**src/sv/smtp_seq_pkg.sv**
```systemverilog
// shared types, constants and helper functions of the smtp command sequencer
package smtp_seq_pkg;

  // longest line that is looked at; later bytes of a line are dropped
  localparam int MAX_LINE = 512;
  localparam int POS_W    = $clog2(MAX_LINE + 1);

  // character codes
  localparam logic [7:0] CH_NUL    = 8'h00;
  localparam logic [7:0] CH_TAB    = 8'h09;
  localparam logic [7:0] CH_CR     = 8'h0D;
  localparam logic [7:0] CH_SPACE  = 8'h20;
  localparam logic [7:0] CH_DOT    = 8'h2E;
  localparam logic [7:0] CH_LT     = 8'h3C;
  localparam logic [7:0] CH_GT     = 8'h3E;
  localparam logic [7:0] CH_LOW_A  = 8'h61;
  localparam logic [7:0] CH_LOW_Z  = 8'h7A;
  localparam logic [7:0] CASE_DIFF = 8'h20;

  // reply codes
  localparam logic [9:0] RC_NONE    = 10'd0;
  localparam logic [9:0] RC_OK      = 10'd250;
  localparam logic [9:0] RC_BYE     = 10'd221;
  localparam logic [9:0] RC_DATA    = 10'd354;
  localparam logic [9:0] RC_SYNTAX  = 10'd500;
  localparam logic [9:0] RC_ARG     = 10'd501;
  localparam logic [9:0] RC_NOTIMPL = 10'd502;
  localparam logic [9:0] RC_SEQ     = 10'd503;

  // suffix lengths of RCPT and MAIL
  localparam logic [2:0] SFX_TO_LEN   = 3'd3;
  localparam logic [2:0] SFX_FROM_LEN = 3'd5;

  // verb words
  localparam logic [31:0] VERB_RCPT = "RCPT";
  localparam logic [31:0] VERB_MAIL = "MAIL";
  localparam logic [31:0] VERB_DATA = "DATA";
  localparam logic [31:0] VERB_HELO = "HELO";
  localparam logic [31:0] VERB_RSET = "RSET";
  localparam logic [31:0] VERB_QUIT = "QUIT";
  localparam logic [31:0] VERB_NOOP = "NOOP";
  localparam logic [31:0] VERB_SEND = "SEND";
  localparam logic [31:0] VERB_SOML = "SOML";
  localparam logic [31:0] VERB_SAML = "SAML";
  localparam logic [31:0] VERB_VRFY = "VRFY";
  localparam logic [31:0] VERB_EXPN = "EXPN";
  localparam logic [31:0] VERB_HELP = "HELP";
  localparam logic [31:0] VERB_TURN = "TURN";

  typedef enum logic [3:0] {
    CMD_INVALID = 4'd0,
    CMD_NOTIMPL = 4'd1,
    CMD_NOOP    = 4'd2,
    CMD_HELO    = 4'd3,
    CMD_RSET    = 4'd4,
    CMD_MAIL    = 4'd5,
    CMD_RCPT    = 4'd6,
    CMD_DATA    = 4'd7,
    CMD_QUIT    = 4'd8
  } cmd_t;

  typedef enum logic [1:0] {
    MODE_CMD    = 2'd0,
    MODE_BODY   = 2'd1,
    MODE_CLOSED = 2'd2
  } mode_t;

  typedef enum logic [2:0] {
    PH_VERB    = 3'd0,
    PH_SEP     = 3'd1,
    PH_SPACES1 = 3'd2,
    PH_SUFFIX  = 3'd3,
    PH_SPACES2 = 3'd4,
    PH_ARG     = 3'd5,
    PH_ENDED   = 3'd6,
    PH_BAD     = 3'd7
  } phase_t;

  typedef enum logic [1:0] {
    DOT_LINE_START = 2'd0,
    DOT_IN_LINE    = 2'd1,
    DOT_HELD       = 2'd2
  } dot_t;

  // classified input item
  typedef struct packed {
    logic [7:0] ch;
    logic [7:0] up;
    logic       has_char;
    logic       line_end;
    logic       is_zero;
    logic       is_space;
    logic       is_white;
    logic       is_dot;
  } front_item_t;

  // head of the front queue as seen by the back end
  typedef struct packed {
    logic        valid;
    front_item_t item;
  } front_link_t;

  // result item
  typedef struct packed {
    logic       kind;
    logic [9:0] reply_code;
    cmd_t       command;
    logic [7:0] body_byte;
    logic       body_has_byte;
    logic       body_line_end;
  } result_t;

  // command class of an upper-cased four letter verb
  function automatic cmd_t verb_class(input logic [31:0] verb);
    cmd_t cls;
    case (verb)
      VERB_RCPT: cls = CMD_RCPT;
      VERB_MAIL: cls = CMD_MAIL;
      VERB_DATA: cls = CMD_DATA;
      VERB_HELO: cls = CMD_HELO;
      VERB_RSET: cls = CMD_RSET;
      VERB_QUIT: cls = CMD_QUIT;
      VERB_NOOP: cls = CMD_NOOP;
      VERB_SEND: cls = CMD_NOTIMPL;
      VERB_SOML: cls = CMD_NOTIMPL;
      VERB_SAML: cls = CMD_NOTIMPL;
      VERB_VRFY: cls = CMD_NOTIMPL;
      VERB_EXPN: cls = CMD_NOTIMPL;
      VERB_HELP: cls = CMD_NOTIMPL;
      VERB_TURN: cls = CMD_NOTIMPL;
      default:   cls = CMD_INVALID;
    endcase
    return cls;
  endfunction

  // expected suffix character: FROM: after MAIL, TO: otherwise
  function automatic logic [7:0] sfx_char(input logic is_mail, input logic [2:0] idx);
    logic [7:0] c;
    if (is_mail) begin
      case (idx)
        3'd0:    c = "F";
        3'd1:    c = "R";
        3'd2:    c = "O";
        3'd3:    c = "M";
        3'd4:    c = ":";
        default: c = CH_NUL;
      endcase
    end else begin
      case (idx)
        3'd0:    c = "T";
        3'd1:    c = "O";
        3'd2:    c = ":";
        default: c = CH_NUL;
      endcase
    end
    return c;
  endfunction

endpackage

```
**src/sv/smtp_seq_front.sv**
```systemverilog
// front end: classifies input items and holds them in a two-entry queue
module smtp_seq_front
  import smtp_seq_pkg::*;
(
  input  logic        clk,
  input  logic        rst_n,
  input  logic [7:0]  in_ch,
  input  logic        in_has_char,
  input  logic        in_line_end,
  input  logic        push,
  output logic        full,
  output front_link_t head,
  input  logic        head_ready
);

  front_item_t cls_item;
  front_item_t mem_r [2];
  logic        wp_r, wp_nxt;
  logic        rp_r, rp_nxt;
  logic [1:0]  cnt_r, cnt_nxt;
  logic        wr_en, rd_en;

  // byte classification
  always_comb begin
    cls_item.ch       = in_ch;
    cls_item.up       = (in_ch >= CH_LOW_A && in_ch <= CH_LOW_Z) ? in_ch - CASE_DIFF : in_ch;
    cls_item.has_char = in_has_char;
    cls_item.line_end = in_line_end;
    cls_item.is_zero  = (in_ch == CH_NUL);
    cls_item.is_space = (in_ch == CH_SPACE);
    cls_item.is_white = (in_ch == CH_SPACE) || (in_ch >= CH_TAB && in_ch <= CH_CR);
    cls_item.is_dot   = (in_ch == CH_DOT);
  end

  // queue pointers
  assign full       = (cnt_r == 2'd2);
  assign wr_en      = push && !full;
  assign rd_en      = head_ready && (cnt_r != 2'd0);
  assign head.valid = (cnt_r != 2'd0);
  assign head.item  = mem_r[rp_r];

  always_comb begin
    wp_nxt  = wr_en ? ~wp_r : wp_r;
    rp_nxt  = rd_en ? ~rp_r : rp_r;
    cnt_nxt = cnt_r + {1'b0, wr_en} - {1'b0, rd_en};
  end

  always_ff @(posedge clk) begin
    if (!rst_n) begin
      wp_r  <= 1'b0;
      rp_r  <= 1'b0;
      cnt_r <= 2'd0;
    end else begin
      wp_r  <= wp_nxt;
      rp_r  <= rp_nxt;
      cnt_r <= cnt_nxt;
    end
  end

  // queue storage
  always_ff @(posedge clk) begin
    if (wr_en) begin
      mem_r[wp_r] <= cls_item;
    end
  end

endmodule

```
**src/sv/smtp_seq_back.sv**
```systemverilog
// back end: command parsing, session sequencing and body unstuffing
module smtp_seq_back
  import smtp_seq_pkg::*;
(
  input  logic        clk,
  input  logic        rst_n,
  input  front_link_t head,
  output logic        head_ready,
  input  logic        res_room,
  output logic        res_valid,
  output result_t     res
);

  mode_t            mode_r, mode_nxt;
  logic             helo_r, helo_nxt;
  logic             sender_r, sender_nxt;
  logic             rcpt_r, rcpt_nxt;
  logic [POS_W-1:0] pos_r, pos_nxt;
  logic [31:0]      verb_r, verb_nxt;
  phase_t           phase_r, phase_nxt;
  logic [2:0]       sfx_idx_r, sfx_idx_nxt;
  logic [7:0]       arg_first_r, arg_first_nxt;
  logic [7:0]       arg_last_r, arg_last_nxt;
  logic             nonempty_r, nonempty_nxt;
  logic             multi_r, multi_nxt;
  logic             nonblank_r, nonblank_nxt;
  dot_t             dot_r, dot_nxt;

  front_item_t      itm;
  logic             fire;
  logic             byte_ok;
  cmd_t             cls_cur;
  logic             needs_sfx;
  logic             do_sfx;
  logic             do_arg;
  logic [2:0]       sidx;
  logic [2:0]       sfx_len;
  logic             do_finish;
  logic             do_eod;
  cmd_t             cls_fin;
  logic             path_bad;
  logic [9:0]       code;

  assign itm        = head.item;
  assign head_ready = res_room;
  assign fire       = head.valid && res_room;
  assign cls_cur    = verb_class(verb_r);
  assign needs_sfx  = (cls_cur == CMD_MAIL) || (cls_cur == CMD_RCPT);
  assign sfx_len    = (cls_cur == CMD_MAIL) ? SFX_FROM_LEN : SFX_TO_LEN;

  // next state and result of one item
  always_comb begin
    mode_nxt      = mode_r;
    helo_nxt      = helo_r;
    sender_nxt    = sender_r;
    rcpt_nxt      = rcpt_r;
    pos_nxt       = pos_r;
    verb_nxt      = verb_r;
    phase_nxt     = phase_r;
    sfx_idx_nxt   = sfx_idx_r;
    arg_first_nxt = arg_first_r;
    arg_last_nxt  = arg_last_r;
    nonempty_nxt  = nonempty_r;
    multi_nxt     = multi_r;
    nonblank_nxt  = nonblank_r;
    dot_nxt       = dot_r;
    res_valid     = 1'b0;
    res           = '0;
    byte_ok       = 1'b0;
    do_sfx        = 1'b0;
    do_arg        = 1'b0;
    sidx          = sfx_idx_r;
    do_finish     = 1'b0;
    do_eod        = 1'b0;
    cls_fin       = CMD_INVALID;
    path_bad      = 1'b0;
    code          = RC_SYNTAX;

    if (fire && mode_r != MODE_CLOSED) begin
      byte_ok = itm.has_char && (pos_r < POS_W'(MAX_LINE));
      if (byte_ok) begin
        pos_nxt = pos_r + POS_W'(1);
      end

      if (mode_r == MODE_CMD) begin
        // command line parsing
        if (byte_ok) begin
          case (phase_r)
            PH_VERB: begin
              if (itm.is_zero) begin
                phase_nxt = PH_BAD;
              end else begin
                verb_nxt = {verb_r[23:0], itm.up};
                if (pos_r == POS_W'(3)) begin
                  phase_nxt = PH_SEP;
                end
              end
            end
            PH_SEP: begin
              if (itm.is_space) begin
                phase_nxt = PH_SPACES1;
              end else if (itm.is_zero) begin
                phase_nxt = needs_sfx ? PH_BAD : PH_ENDED;
              end else begin
                phase_nxt = PH_BAD;
              end
            end
            PH_SPACES1: begin
              if (itm.is_space) begin
                phase_nxt = PH_SPACES1;
              end else if (itm.is_zero) begin
                phase_nxt = needs_sfx ? PH_BAD : PH_ENDED;
              end else if (needs_sfx) begin
                phase_nxt = PH_SUFFIX;
                sidx      = 3'd0;
                do_sfx    = 1'b1;
              end else begin
                phase_nxt = PH_ARG;
                do_arg    = 1'b1;
              end
            end
            PH_SUFFIX: begin
              do_sfx = 1'b1;
            end
            PH_SPACES2, PH_ARG: begin
              if (itm.is_zero) begin
                phase_nxt = PH_ENDED;
              end else if (!(itm.is_space && phase_r == PH_SPACES2)) begin
                phase_nxt = PH_ARG;
                do_arg    = 1'b1;
              end
            end
            default: begin
            end
          endcase

          // suffix match
          if (do_sfx) begin
            if (sidx < sfx_len && itm.up == sfx_char(cls_cur == CMD_MAIL, sidx)) begin
              sfx_idx_nxt = sidx + 3'd1;
              if (sidx + 3'd1 == sfx_len) begin
                phase_nxt = PH_SPACES2;
              end
            end else begin
              sfx_idx_nxt = sidx;
              phase_nxt   = PH_BAD;
            end
          end

          // argument tracking
          if (do_arg) begin
            if (nonempty_r) begin
              multi_nxt = 1'b1;
            end else begin
              arg_first_nxt = itm.ch;
              nonempty_nxt  = 1'b1;
            end
            arg_last_nxt = itm.ch;
            if (!itm.is_white) begin
              nonblank_nxt = 1'b1;
            end
          end
        end
        do_finish = itm.line_end;
      end else begin
        // message body
        if (byte_ok) begin
          if (dot_r == DOT_LINE_START && itm.is_dot) begin
            if (itm.line_end) begin
              do_eod = 1'b1;
            end else begin
              dot_nxt = DOT_HELD;
            end
          end else begin
            dot_nxt = itm.line_end ? DOT_LINE_START : DOT_IN_LINE;
            if (itm.line_end) begin
              pos_nxt = '0;
            end
            res_valid         = 1'b1;
            res.kind          = 1'b1;
            res.reply_code    = RC_NONE;
            res.command       = CMD_INVALID;
            res.body_byte     = itm.ch;
            res.body_has_byte = 1'b1;
            res.body_line_end = itm.line_end;
          end
        end else if (itm.line_end) begin
          if (dot_r == DOT_HELD) begin
            do_eod = 1'b1;
          end else begin
            dot_nxt           = DOT_LINE_START;
            pos_nxt           = '0;
            res_valid         = 1'b1;
            res.kind          = 1'b1;
            res.reply_code    = RC_NONE;
            res.command       = CMD_INVALID;
            res.body_byte     = CH_NUL;
            res.body_has_byte = 1'b0;
            res.body_line_end = 1'b1;
          end
        end
      end
    end

    // command completion at line end
    if (do_finish) begin
      if (phase_nxt != PH_VERB && phase_nxt != PH_SUFFIX && phase_nxt != PH_BAD) begin
        cls_fin = verb_class(verb_nxt);
        if ((phase_nxt == PH_SEP || phase_nxt == PH_SPACES1) &&
            (cls_fin == CMD_MAIL || cls_fin == CMD_RCPT)) begin
          cls_fin = CMD_INVALID;
        end
      end
      if (!nonempty_nxt) begin
        path_bad = 1'b0;
      end else if (arg_first_nxt == CH_LT) begin
        path_bad = !multi_nxt || (arg_last_nxt != CH_GT);
      end else begin
        path_bad = (arg_first_nxt == CH_GT) || (arg_last_nxt == CH_GT);
      end
      case (cls_fin)
        CMD_NOTIMPL: code = RC_NOTIMPL;
        CMD_NOOP:    code = helo_r ? RC_OK : RC_SEQ;
        CMD_HELO: begin
          if (nonblank_nxt) begin
            helo_nxt = 1'b1;
            code     = RC_OK;
          end else begin
            code = RC_ARG;
          end
        end
        CMD_RSET: begin
          if (!helo_r) begin
            code = RC_SEQ;
          end else if (nonempty_nxt) begin
            code = RC_ARG;
          end else begin
            sender_nxt = 1'b0;
            rcpt_nxt   = 1'b0;
            code       = RC_OK;
          end
        end
        CMD_MAIL: begin
          if (!helo_r) begin
            code = RC_SEQ;
          end else if (path_bad) begin
            code = RC_ARG;
          end else begin
            sender_nxt = 1'b1;
            rcpt_nxt   = 1'b0;
            code       = RC_OK;
          end
        end
        CMD_RCPT: begin
          if (!helo_r || !sender_r) begin
            code = RC_SEQ;
          end else if (path_bad) begin
            code = RC_ARG;
          end else begin
            rcpt_nxt = 1'b1;
            code     = RC_OK;
          end
        end
        CMD_DATA: begin
          if (!helo_r || !sender_r || !rcpt_r) begin
            code = RC_SEQ;
          end else if (nonempty_nxt) begin
            code = RC_ARG;
          end else begin
            mode_nxt = MODE_BODY;
            dot_nxt  = DOT_LINE_START;
            code     = RC_DATA;
          end
        end
        CMD_QUIT: begin
          mode_nxt = MODE_CLOSED;
          code     = RC_BYE;
        end
        default: begin
          cls_fin = CMD_INVALID;
          code    = RC_SYNTAX;
        end
      endcase
      res_valid      = 1'b1;
      res.kind       = 1'b0;
      res.reply_code = code;
      res.command    = cls_fin;
    end

    // end of message data
    if (do_eod) begin
      mode_nxt       = MODE_CMD;
      sender_nxt     = 1'b0;
      rcpt_nxt       = 1'b0;
      dot_nxt        = DOT_LINE_START;
      res_valid      = 1'b1;
      res.kind       = 1'b0;
      res.reply_code = RC_OK;
      res.command    = CMD_DATA;
    end

    // line state cleared after a reply
    if (do_finish || do_eod) begin
      pos_nxt       = '0;
      verb_nxt      = '0;
      phase_nxt     = PH_VERB;
      sfx_idx_nxt   = 3'd0;
      arg_first_nxt = CH_NUL;
      arg_last_nxt  = CH_NUL;
      nonempty_nxt  = 1'b0;
      multi_nxt     = 1'b0;
      nonblank_nxt  = 1'b0;
    end
  end

  // state registers
  always_ff @(posedge clk) begin
    if (!rst_n) begin
      mode_r      <= MODE_CMD;
      helo_r      <= 1'b0;
      sender_r    <= 1'b0;
      rcpt_r      <= 1'b0;
      pos_r       <= '0;
      verb_r      <= '0;
      phase_r     <= PH_VERB;
      sfx_idx_r   <= 3'd0;
      arg_first_r <= CH_NUL;
      arg_last_r  <= CH_NUL;
      nonempty_r  <= 1'b0;
      multi_r     <= 1'b0;
      nonblank_r  <= 1'b0;
      dot_r       <= DOT_LINE_START;
    end else begin
      mode_r      <= mode_nxt;
      helo_r      <= helo_nxt;
      sender_r    <= sender_nxt;
      rcpt_r      <= rcpt_nxt;
      pos_r       <= pos_nxt;
      verb_r      <= verb_nxt;
      phase_r     <= phase_nxt;
      sfx_idx_r   <= sfx_idx_nxt;
      arg_first_r <= arg_first_nxt;
      arg_last_r  <= arg_last_nxt;
      nonempty_r  <= nonempty_nxt;
      multi_r     <= multi_nxt;
      nonblank_r  <= nonblank_nxt;
      dot_r       <= dot_nxt;
    end
  end

endmodule

```
**src/sv/smtp_seq_outq.sv**
```systemverilog
// two-entry result queue in front of the result ports
module smtp_seq_outq
  import smtp_seq_pkg::*;
(
  input  logic    clk,
  input  logic    rst_n,
  input  logic    res_valid,
  input  result_t res,
  output logic    res_room,
  output logic    empty,
  input  logic    pop,
  output result_t head
);

  result_t    mem_r [2];
  logic       wp_r, wp_nxt;
  logic       rp_r, rp_nxt;
  logic [1:0] cnt_r, cnt_nxt;
  logic       wr_en, rd_en;

  // pointers and fill count
  assign res_room = (cnt_r != 2'd2);
  assign empty    = (cnt_r == 2'd0);
  assign wr_en    = res_valid && res_room;
  assign rd_en    = pop && !empty;
  assign head     = mem_r[rp_r];

  always_comb begin
    wp_nxt  = wr_en ? ~wp_r : wp_r;
    rp_nxt  = rd_en ? ~rp_r : rp_r;
    cnt_nxt = cnt_r + {1'b0, wr_en} - {1'b0, rd_en};
  end

  always_ff @(posedge clk) begin
    if (!rst_n) begin
      wp_r  <= 1'b0;
      rp_r  <= 1'b0;
      cnt_r <= 2'd0;
    end else begin
      wp_r  <= wp_nxt;
      rp_r  <= rp_nxt;
      cnt_r <= cnt_nxt;
    end
  end

  // result storage
  always_ff @(posedge clk) begin
    if (wr_en) begin
      mem_r[wp_r] <= res;
    end
  end

endmodule

```
**src/sv/smtp_server_command_sequencer_top.sv**
```systemverilog
// top level of the smtp command sequencer: front queue, parser back end, result queue
// an item is registered in the front queue, and its result is registered in the result queue ahead of the out_ ports
// throughput: one item per cycle while the result queue has room, set by the combinational parse step in the back end
// an item that yields no result is still taken from the front queue only when the result queue has room
// reset: synchronous active-low rst_n empties both queues, returns to command mode
// and clears the helo, sender and recipient flags
module smtp_server_command_sequencer_top
  import smtp_seq_pkg::*;
(
  input  logic       clk,
  input  logic       rst_n,
  input  logic [7:0] in_ch,
  input  logic       in_has_char,
  input  logic       in_line_end,
  input  logic       push,
  output logic       full,
  output logic       out_kind,
  output logic [9:0] out_reply_code,
  output logic [3:0] out_command,
  output logic [7:0] out_body_byte,
  output logic       out_body_has_byte,
  output logic       out_body_line_end,
  output logic       empty,
  input  logic       pop
);

  front_link_t q_head;
  logic        q_ready;
  logic        res_room;
  logic        res_valid;
  result_t     res;
  result_t     out_head;

  // item classification and queue
  smtp_seq_front u_front (
    .clk         (clk),
    .rst_n       (rst_n),
    .in_ch       (in_ch),
    .in_has_char (in_has_char),
    .in_line_end (in_line_end),
    .push        (push),
    .full        (full),
    .head        (q_head),
    .head_ready  (q_ready)
  );

  // command and body processing
  smtp_seq_back u_back (
    .clk        (clk),
    .rst_n      (rst_n),
    .head       (q_head),
    .head_ready (q_ready),
    .res_room   (res_room),
    .res_valid  (res_valid),
    .res        (res)
  );

  // result queue
  smtp_seq_outq u_outq (
    .clk       (clk),
    .rst_n     (rst_n),
    .res_valid (res_valid),
    .res       (res),
    .res_room  (res_room),
    .empty     (empty),
    .pop       (pop),
    .head      (out_head)
  );

  // result ports
  assign out_kind          = out_head.kind;
  assign out_reply_code    = out_head.reply_code;
  assign out_command       = out_head.command;
  assign out_body_byte     = out_head.body_byte;
  assign out_body_has_byte = out_head.body_has_byte;
  assign out_body_line_end = out_head.body_line_end;

endmodule
```
**config.mk**
```make
export PLATFORM = sky130hd
export DESIGN_NAME = smtp_server_command_sequencer_top
export DESIGN_NICKNAME = d
export VERILOG_FILES = /design/src/sv/smtp_seq_pkg.sv /design/src/sv/smtp_seq_front.sv /design/src/sv/smtp_seq_back.sv /design/src/sv/smtp_seq_outq.sv /design/src/sv/smtp_server_command_sequencer_top.sv
export SDC_FILE = /design/constraint.sdc
export NUM_CORES = 1
export LEC_CHECK = 0
export BUFFER_PORTS_ARGS = -buffer_cell sky130_fd_sc_hd__buf_2
export CELL_PAD_IN_SITES_DETAIL_PLACEMENT = 1
export CELL_PAD_IN_SITES_GLOBAL_PLACEMENT = 2
export CORE_ASPECT_RATIO = 2
export CORE_MARGIN = 2
export CORE_UTILIZATION = 36
export CTS_CLUSTER_SIZE = 12
export DETAILED_ROUTE_END_ITERATION = 10
export HOLD_SLACK_MARGIN = 0.05
export PLACE_DENSITY_LB_ADDON = 0.1
export RECOVER_POWER = 100
export SETUP_SLACK_MARGIN = 0.2
export SLEW_MARGIN = 40
export SYNTH_ARGS = -nofsm -noshare
export SYNTH_HDL_FRONTEND = slang
export SYNTH_HIERARCHICAL = 1
export SYNTH_SLANG_ARGS = --single-unit
```
**constraint.sdc**
```tcl
create_clock -name clk -period 5.6 [get_ports clk]
set_input_delay 1.12 -clock clk [delete_from_list [all_inputs] [get_ports clk]]
set_output_delay 1.12 -clock clk [all_outputs]
set_load 0.03 [all_outputs]
```
==> results of run 1 <==
==> per-stage QoR <==
step                      hold WS, ps  instances  setup slack (ps)
after detailed placement        455.4       1438             308.9
after floorplan                 430.8       1077             248.8
final                           467.5       1470             478.0
after CTS                       467.6       1470             270.1
after global routing            502.2       1470             122.0
after global placement          449.6       1438             519.7
==> power groups by stage <==
stage	registers [W]	logic (W)	clock network, W
floorplan	0.00155	0.00112	0
global placement	0.00158	0.00147	0
detailed placement	0.00159	0.00148	0
CTS	0.00157	0.00149	0.00127
global route	0.00158	0.00153	0.00131
finish	0.00157	0.00139	0.00123
==> final timing paths <==
path / start / end / slack (ps) / depth (start not counted)
hold reg to reg: u_back/rcpt_r / u_back/rcpt_r / 470 / 2
hold / removal: u_back/rcpt_r / u_back/rcpt_r / 470 / 2
setup reg to reg: register / u_back/dot_r[1] / 480 / 17
setup / recovery: register / u_back/dot_r[1] / 480 / 17
==> layout by cell type, fill, tap and decap left out, types with 10 or more instances in the layout <==
cell | Yosys | final
buf_2 | 7 | 22
ha_1 | 14 | 14
nand4_1 | 24 | 24
and3_1 | 13 | 13
and2_1 | 26 | 15
o22ai_1 | 10 | 10
clkbuf_16 | 0 | 17
nor3_1 | 43 | 42
nor4_1 | 21 | 21
nand2b_1 | 13 | 13
dfxtp_1 | 84 | 84
a21oi_1 | 83 | 83
mux2_2 | 23 | 21
buf_4 | 8 | 35
edfxtp_1 | 84 | 84
mux2i_1 | 15 | 15
nor3b_1 | 12 | 12
nor4b_1 | 17 | 17
o21a_1 | 11 | 11
nand2_1 | 129 | 129
or2_2 | 10 | 10
nor2b_1 | 14 | 14
and2_0 | 1 | 12
inv_1 | 27 | 27
nand3_1 | 31 | 30
nor2_1 | 88 | 88
mux2_1 | 0 | 21
or3_1 | 12 | 12
o21ai_0 | 39 | 38
clkbuf_1 | 48 | 23
==> layout make-up <==
type | count | area [um^2]
flip-flops and latches | 168 | 4204
well taps | 352 | 440.4
clock inverters | 15 | 183.9
clock buffers | 17 | 425.4
fillers | 3237 | 16330
multi-input cells | 811 | 5184
inverters | 27 | 101.3
repair buffers | 80 | 459.2
==> flip-flops by register name (all words and copies together), names as in the netlist, 2 cells and up, named ones only <==
| register | flops |
|---|---|
| u_outq/cnt_r | 2 |
| u_front/cnt_r | 2 |
| u_back/mode_r | 2 |
| u_back/pos_r | 10 |
| u_back/verb_r | 32 |
| u_front/mem_r | 34 |
| u_outq/mem_r | 50 |
| u_back/phase_r | 3 |
| u_back/dot_r | 2 |
| u_back/arg_first_r | 8 |
| u_back/sfx_idx_r | 3 |
| u_back/arg_last_r | 8 |
==> layer usage <==
layer  share of wire [%]  up-vias  track usage, %  routed length [um]
met1                  44     4237           28.84               13750
met3                 3.9       49           3.006                1228
met4                 2.8        0           8.743                 899
met5                   0        -               0                   0
li1                    -     4038               -                   -
met2                  50      214           37.37               15680
==> logic make-up after synthesis <==
| logic type | after synthesis | share of synthesized area (%) |
|---|---|---|
| adder cells (fa/ha/maj) | 14 | 1.767 |
| buffers and inverters | 98 | 4.746 |
| XOR/XNOR | 11 | 0.9718 |
| AO/OA/AOI/OAI | 211 | 13.42 |
| AND/OR/NAND/NOR | 516 | 29.50 |
| multiplexers | 58 | 7.156 |
| flip-flops | 168 | 42.41 |
| other | 1 | 0.03783 |
==> critical path, cell delays in order (launching register included) <==
cell and delay, ps:
dfxtp_1 370, mux2_2 440, or2_2 340, or2_4 300, a2111o_4 410, and2_1 230
inv_1 100, ha_1 200, inv_1 80, o41ai_1 390, a21oi_1 130, or3_1 370
nand4_1 260, nor4_1 120, o22a_1 280, or3_4 440, nor4b_2 420, nor3_1 100
==> impl_metrics.tcl, run 1 <==
set metrics [dict create \
    async_flop_share_pct 0 \
    die_area_um2 28960 \
    grt.overflow.total 0 \
    power_frac_comb_pct 33.2 \
    grt.total_usage_pct 22.28 \
    synthFlopType "edfxtp_1" \
    postSynthCellCount 1077 \
    placed_cell_area_um2 10530 \
    p_sw_w 0.001630 \
    power.density_cell_area_nw_per_um2 380.1 \
    cp.arrival_ps 5440 \
    violations "capacitance limit, slew limit" \
    vias 8538 \
    yosys-top-cells-count "129 x nand2_1, 88 x nor2_1, 84 x dfxtp_1, 84 x edfxtp_1, 83 x a21oi_1" \
    yosysWarnings 6 \
    p_leak_nw 3.729 \
    io_pins 41 \
    switching_share_pct 38.99 \
    post_cts_buffers 0 \
    detailed_place_hpwl_um 23020 \
    outcome "finished, violations left" \
    initial_core_util_pct 36.27 \
    antenna_found_initial 0 \
    yosysMostFrequentCell "nand2_1" \
    ant_nets 0 \
    clock-sinks 168 \
    fin_worst_skew_ps 15.29 \
    utilization_pct 40.24 \
    diodes 0 \
    drtPass1Iterations 5 \
    ys_types 88 \
    nets 1133 \
    crit_fanout 9 \
    cts_hold_buf 0 \
    drc 0 \
    grt_pass1_wl_um 49670 \
    pwr-share-seq_pct 37.4 \
    slew_violations 48 \
    grt_max_degree 56 \
    rsz0062_at_grt "no" \
    cts_tree "yes" \
    finalSetupViolations 0 \
    tightestPinTransition_ps 1781 \
    layout_min_cycle_time_ps 5122 \
    syn_to_final_growth_pct 10.94 \
    cap_viol_max_count 1 \
    avgViaCountPerCell 5.808 \
    wl_per_cell_um 21.46 \
    finalSetupTns_ps 0 \
    die_y_um 238.7 \
    cts_made_buffers 17 \
    end_kind "register" \
    gp_congestion 0.9311 \
    detail_route.iter0.violations 571 \
    clkLatencyLatePin_ps 450 \
    postCtsResizedCells 0 \
    yosysSeqAreaShare_pct 42.41 \
    htreeDepth 4 \
    synth_top_cell_area_share_pct 25.44 \
    ir_drop_mv 0.2083 \
    hold_path.class "reg2reg" \
    portBuffers 40 \
    period_share_pct 91.46 \
    fmax_ghz 0.1952 \
    wirelength_um 31550 \
    worstSetupPathType "reg2reg" \
    cp_data_required_time_ps 5920 \
    cts.path.max_buffers 2 \
    drive_above_1_share_pct 13.33 \
    synth_edf_count 84 \
    final_hold_viol_count 0 \
    final_area_um2 11000 \
    synth_area_leader_cell "edfxtp_1" \
    pwr-share-clk_pct 29.3 \
    synth_area_leaders "edfxtp_1 25%, dfxtp_1 17%, nand2_1 4.9%" \
    grt_pass1_vias 8697 \
    start_kind "register" \
    synthesis.area_um2 9913 \
    post_synth.cell_area_avg_um2 9.205 \
    clk_pin_slew_ps 80 \
    total_power_w 0.004180 \
    ys_ff_latch 168 \
    maxSlewHeadroom_pct -19.05 \
    synth_nets 1105 \
    p_int_w 0.002550 \
    chipWidth_um 121.3 \
    cts_root_buf "clkbuf_16" \
    rows 86 \
    core_area_um2 27330 \
]
(Power assumes the default switching activity.)
==> inputs of run 2 (changes only) <==
Settings changed: CORE_UTILIZATION 36 to 43.
Clock period 5.6 ns to 6.5 ns, I/O delays scaled along.
==> impl_metrics.tcl, run 2 (synthesized netlist as in run 1, its figures left out) <==
set metrics [dict create \
    outcome "finished, violations left" \
    violations "capacitance limit, slew limit" \
    grt_pass1_vias 9170 \
    chipWidth_um 111.4 \
    core_area_um2 22640 \
    fmax_ghz 0.1800 \
    postCtsResizedCells 0 \
    grt.overflow.total 0 \
    final_area_um2 10740 \
    finalSetupTns_ps 0 \
    cts_hold_buf 0 \
    drive_above_1_share_pct 11.84 \
    htreeDepth 4 \
    final_cell_mix "128 x nand2_1, 88 x nor2_1, 84 x dfxtp_1, 84 x edfxtp_1, 83 x a21oi_1" \
    crit_fanout 15 \
    largest_reg_flops 50 \
    gp_congestion 0.9646 \
    grt.total_usage_pct 28.18 \
    placed_cell_area_um2 10290 \
    reg.largest.list "u_outq/mem_r (50), u_front/mem_r (34), u_back/verb_r (32)" \
    power.density_cell_area_nw_per_um2 332.9 \
    hold_path.class "reg2reg" \
    nets 1113 \
    clk_pin_slew_ps 70 \
    r2r_cells 16 \
    drc 0 \
    layout_min_cycle_time_ps 5555 \
    wirelength_um 33750 \
    largest-register "u_outq/mem_r" \
    clock-sinks 168 \
    die_y_um 218.7 \
    final_common_cell "nand2_1" \
    start_kind "register" \
    grt_pass1_wl_um 52330 \
    final_hold_viol_count 0 \
    whs_path_depth 2 \
    wl_per_cell_um 24.49 \
    maxSlewHeadroom_pct -90.37 \
    period_share_pct 85.46 \
    fin_worst_skew_ps 9.860 \
    detail_route.iter0.violations 409 \
    p_leak_nw 3.626 \
    worstSetupPathType "reg2reg" \
    cp_data_required_time_ps 6630 \
    ir_drop_mv 0.2495 \
    cap_viol_max_count 1 \
    portBuffers 40 \
    grt_max_degree 62 \
    cts_tree "yes" \
    cp.arrival_ps 5680 \
    drtPass1Iterations 5 \
    detailed_place_hpwl_um 25710 \
    fillers 2649 \
    antenna_found_initial 0 \
    vias 8497 \
    cts.path.max_buffers 2 \
    post_cts_buffers 0 \
    cts_root_buf "clkbuf_16" \
    clkLatencyLatePin_ps 450 \
    diodes 0 \
    avgViaCountPerCell 6.166 \
    die_area_um2 24360 \
    slew_violations 62 \
    io_pins 41 \
    syn_to_final_growth_pct 8.343 \
    cts_made_buffers 17 \
    ant_nets 0 \
    rows 78 \
    finalSetupViolations 0 \
    tightestPinTransition_ps 2856 \
    rsz0062_at_grt "no" \
    end_kind "register" \
    initial_core_util_pct 43.78 \
]
[run 2: cell types whose count changed in the layout (fill, tap and decap cells not counted), sizes merged]
cell / before / now
clkbuf: 40 / 39
inv: 33 / 35
clkinvlp: 0 / 3
clkinv: 8 / 3
buf: 57 / 38
[run 2: cell type report]
| cell class | count | area (um^2) | area share [%] |
|---|---|---|---|
| tap | 280 | 350.3 | 3.262 |
| timing repair buffer | 60 | 312.8 | 2.912 |
| clock inverter | 15 | 162.7 | 1.514 |
| inverter | 27 | 101.3 | 0.9436 |
| multi-input combinational | 811 | 5184 | 48.26 |
| clock buffer | 17 | 425.4 | 3.961 |
| sequential | 168 | 4204 | 39.14 |
[run 2: critical path, stage by stage (launching register included)]
cell      delay (ps)
dfxtp_1          660
nor4bb_1         390
nand4b_1         340
a2111o_4         590
and2_0           240
inv_1            120
ha_1             320
inv_1            140
o41ai_1          470
a21oi_1          130
or3_1            370
nand4_1          200
nor4_1           120
o22a_1           290
or2_2            360
nor3_1           280
o21ai_0          210
[run 2: final timing paths]
| path | start | to | slack (ps) |
|---|---|---|---|
| worst min-delay path | u_back/rcpt_r | u_back/rcpt_r | 460 |
| worst max-delay path | u_back/verb_r[8] | u_outq/mem_r[1][21] | 940 |
| worst min register to register | u_back/rcpt_r | u_back/rcpt_r | 460 |
| worst max register to register | u_back/verb_r[8] | u_outq/mem_r[1][21] | 940 |
[run 2: stage by stage]
stage | total power [W] | hold slack (ps) | utilization, % | std cells | setup WS [ps]
2_1_floorplan | 0.002304 | 430.8 | - | 1077 | 1026
3_3_place_gp | 0.002630 | 444.9 | 45.35 | 1346 | 1192
3_5_place_dp | 0.002660 | 457.7 | 45.47 | 1346 | 1049
4_1_cts | 0.003680 | 468.0 | 48.07 | 1378 | 967.2
5_1_grt | 0.003754 | 479.0 | 47.44 | 1378 | 587.2
6_report | 0.003576 | 462.2 | 47.44 | 1378 | 944.9
[run 2: metal layers]
layer	GRT usage (%)	vias up	wire, um
li1	-	3983	-
met1	25.99	4228	11530
met2	56.06	187	19150
met3	3.882	99	820
met4	18.44	0	2255
met5	0	-	0
[run 2: power breakdown]
part | leakage (nW) | switching (W) | internal [W]
Clock | 0.281 | 0.000474 | 0.000544
Sequential | 1.45 | 0.0000820 | 0.00128
Combinational | 1.89 | 0.000842 | 0.000353
==> inputs of run 3 (changes only) <==
==> constraint.sdc (replaced) <==
create_clock -name clk -period 6.5 [get_ports clk]
set_input_delay 0.325 -clock clk [delete_from_list [all_inputs] [get_ports clk]]
set_output_delay 0.325 -clock clk [all_outputs]
set_load 0.03 [all_outputs]
==> impl_metrics.tcl, run 3 (synthesized netlist as in run 1, its figures left out) <==
set metrics [dict create \
    io_pins 41 \
    rows 78 \
    hold_path.class "in2reg" \
    p_int_w 0.002178 \
    initial_core_util_pct 43.78 \
    chipWidth_um 111.4 \
    nets 1114 \
    clock-sinks 168 \
    power.density_cell_area_nw_per_um2 332.6 \
    drive_above_1_share_pct 12.01 \
    final_hold_viol_count 0 \
    pwr-share-seq_pct 38.1 \
    core_area_um2 22640 \
    gp_congestion 0.9646 \
    cts_root_buf "clkbuf_16" \
    rr_startpoint "u_back/verb_r[23]" \
    clkLatencyLatePin_ps 450 \
    antenna_found_initial 0 \
    reg.largest.list "u_outq/mem_r (50), u_front/mem_r (34), u_back/verb_r (32)" \
    p_leak_nw 3.636 \
    portBuffers 40 \
    die_y_um 218.7 \
    drc 0 \
    fin_worst_skew_ps 9.870 \
    start_kind "register" \
    vias 8523 \
    outcome "finished, violations left" \
    placed_cell_area_um2 10290 \
    cts_tree "yes" \
    cts.path.max_buffers 2 \
    maxSlewHeadroom_pct -92.00 \
    pwr-share-clk_pct 28.5 \
    fmax_ghz 0.1801 \
    cp.arrival_ps 5680 \
    final_cell_mix "128 x nand2_1, 88 x nor2_1, 84 x dfxtp_1, 84 x edfxtp_1, 83 x a21oi_1" \
    period_share_pct 85.44 \
    cap_viol_max_count 1 \
    tightestPinTransition_ps 2880 \
    worstSetupPathType "reg2reg" \
    postCtsResizedCells 0 \
    avgViaCountPerCell 6.181 \
    grt_max_degree 62 \
    cts_hold_buf 1 \
    htreeDepth 4 \
    grt_pass1_vias 9176 \
    die_area_um2 24360 \
    largest-register "u_outq/mem_r" \
    detail_route.iter0.violations 412 \
    end_kind "register" \
    grt.overflow.total 0 \
    post_cts_buffers 0 \
    syn_to_final_growth_pct 8.469 \
    drtPass1Iterations 5 \
    diodes 0 \
    slew_violations 62 \
    switching_share_pct 39.08 \
    grt.total_usage_pct 28.20 \
    crit_fanout 8 \
    fin_cells 1379 \
    rsz0062_at_grt "no" \
    worstSetupStartpoint "u_back/verb_r[23]" \
    violations "capacitance limit, slew limit" \
    final_area_um2 10750 \
    cp_data_required_time_ps 6630 \
    cts_made_buffers 17 \
    ir_drop_mv 0.2490 \
    ant_nets 0 \
    finalSetupTns_ps 0 \
    layout_min_cycle_time_ps 5554 \
    grt_pass1_wl_um 52380 \
    power_frac_comb_pct 33.4 \
    hp-start "in_line_end" \
    detailed_place_hpwl_um 25710 \
    p_sw_w 0.001398 \
    largest_reg_flops 50 \
    clk_pin_slew_ps 70 \
    wirelength_um 33740 \
    placed_cells 1346 \
    wl_per_cell_um 24.46 \
    finalSetupViolations 0 \
    final_common_cell "nand2_1" \
]
-- run 3: through the flow --
stage          worst slack (ps)  hold WS [ps]  total power (W)  util (%)
2_1_floorplan              1026         423.9         0.002304         -
3_3_place_gp               1192         444.9         0.002630     45.35
3_5_place_dp               1049         457.7         0.002660     45.47
4_1_cts                   967.2         69.66         0.003681     48.11
5_1_grt                   587.2         128.9         0.003755     47.49
6_report                  946.1         131.1         0.003576     47.49
-- run 3: per-layer routing --
metal  vias up  track usage (%)  part of all wire, %
met3        97            3.882                  2.4
met2       188            56.14                   57
met5         -                0                    0
met4         0            18.44                  6.7
met1      4257            26.01                   34
li1       3981                -                    -
-- run 3: final timing paths --
path	slack, ps	end	cells after the start
setup / recovery	950	u_outq/mem_r[1][21]	16
hold / removal	130	u_front/mem_r[1][4]	1
setup reg to reg	950	u_outq/mem_r[1][21]	16
hold reg to reg	460	u_back/rcpt_r	2
-- run 3: power groups by stage --
stage / Clock, W / Sequential, W / Combinational (W)
2_1_floorplan: 0 / 0.00134 / 0.000967
3_3_place_gp: 0 / 0.00137 / 0.00126
3_5_place_dp: 0 / 0.00139 / 0.00127
4_1_cts: 0.00104 / 0.00136 / 0.00128
5_1_grt: 0.00108 / 0.00138 / 0.00130
6_report: 0.00102 / 0.00136 / 0.00120
-- run 3: worst max-delay path: stages (launching register included) --
cell	delay (ps)
dfxtp_1	380
nor4b_4	680
nand4_2	330
a2111o_4	600
and2_0	240
inv_1	110
ha_1	330
inv_1	140
o41ai_1	460
a21oi_1	130
or3_1	370
nand4_1	200
nor4_1	120
o22a_1	290
or2_2	360
nor3_1	280
o21ai_0	210
-- run 3: area by class of cell --
class | instances | area, um^2
clock buffers | 17 | 425.4
clock inverters | 15 | 162.7
fillers | 2646 | 11890
inverters | 27 | 101.3
multi-input cells | 811 | 5184
flip-flops and latches | 168 | 4204
well taps | 280 | 350.3
repair buffers | 61 | 325.3
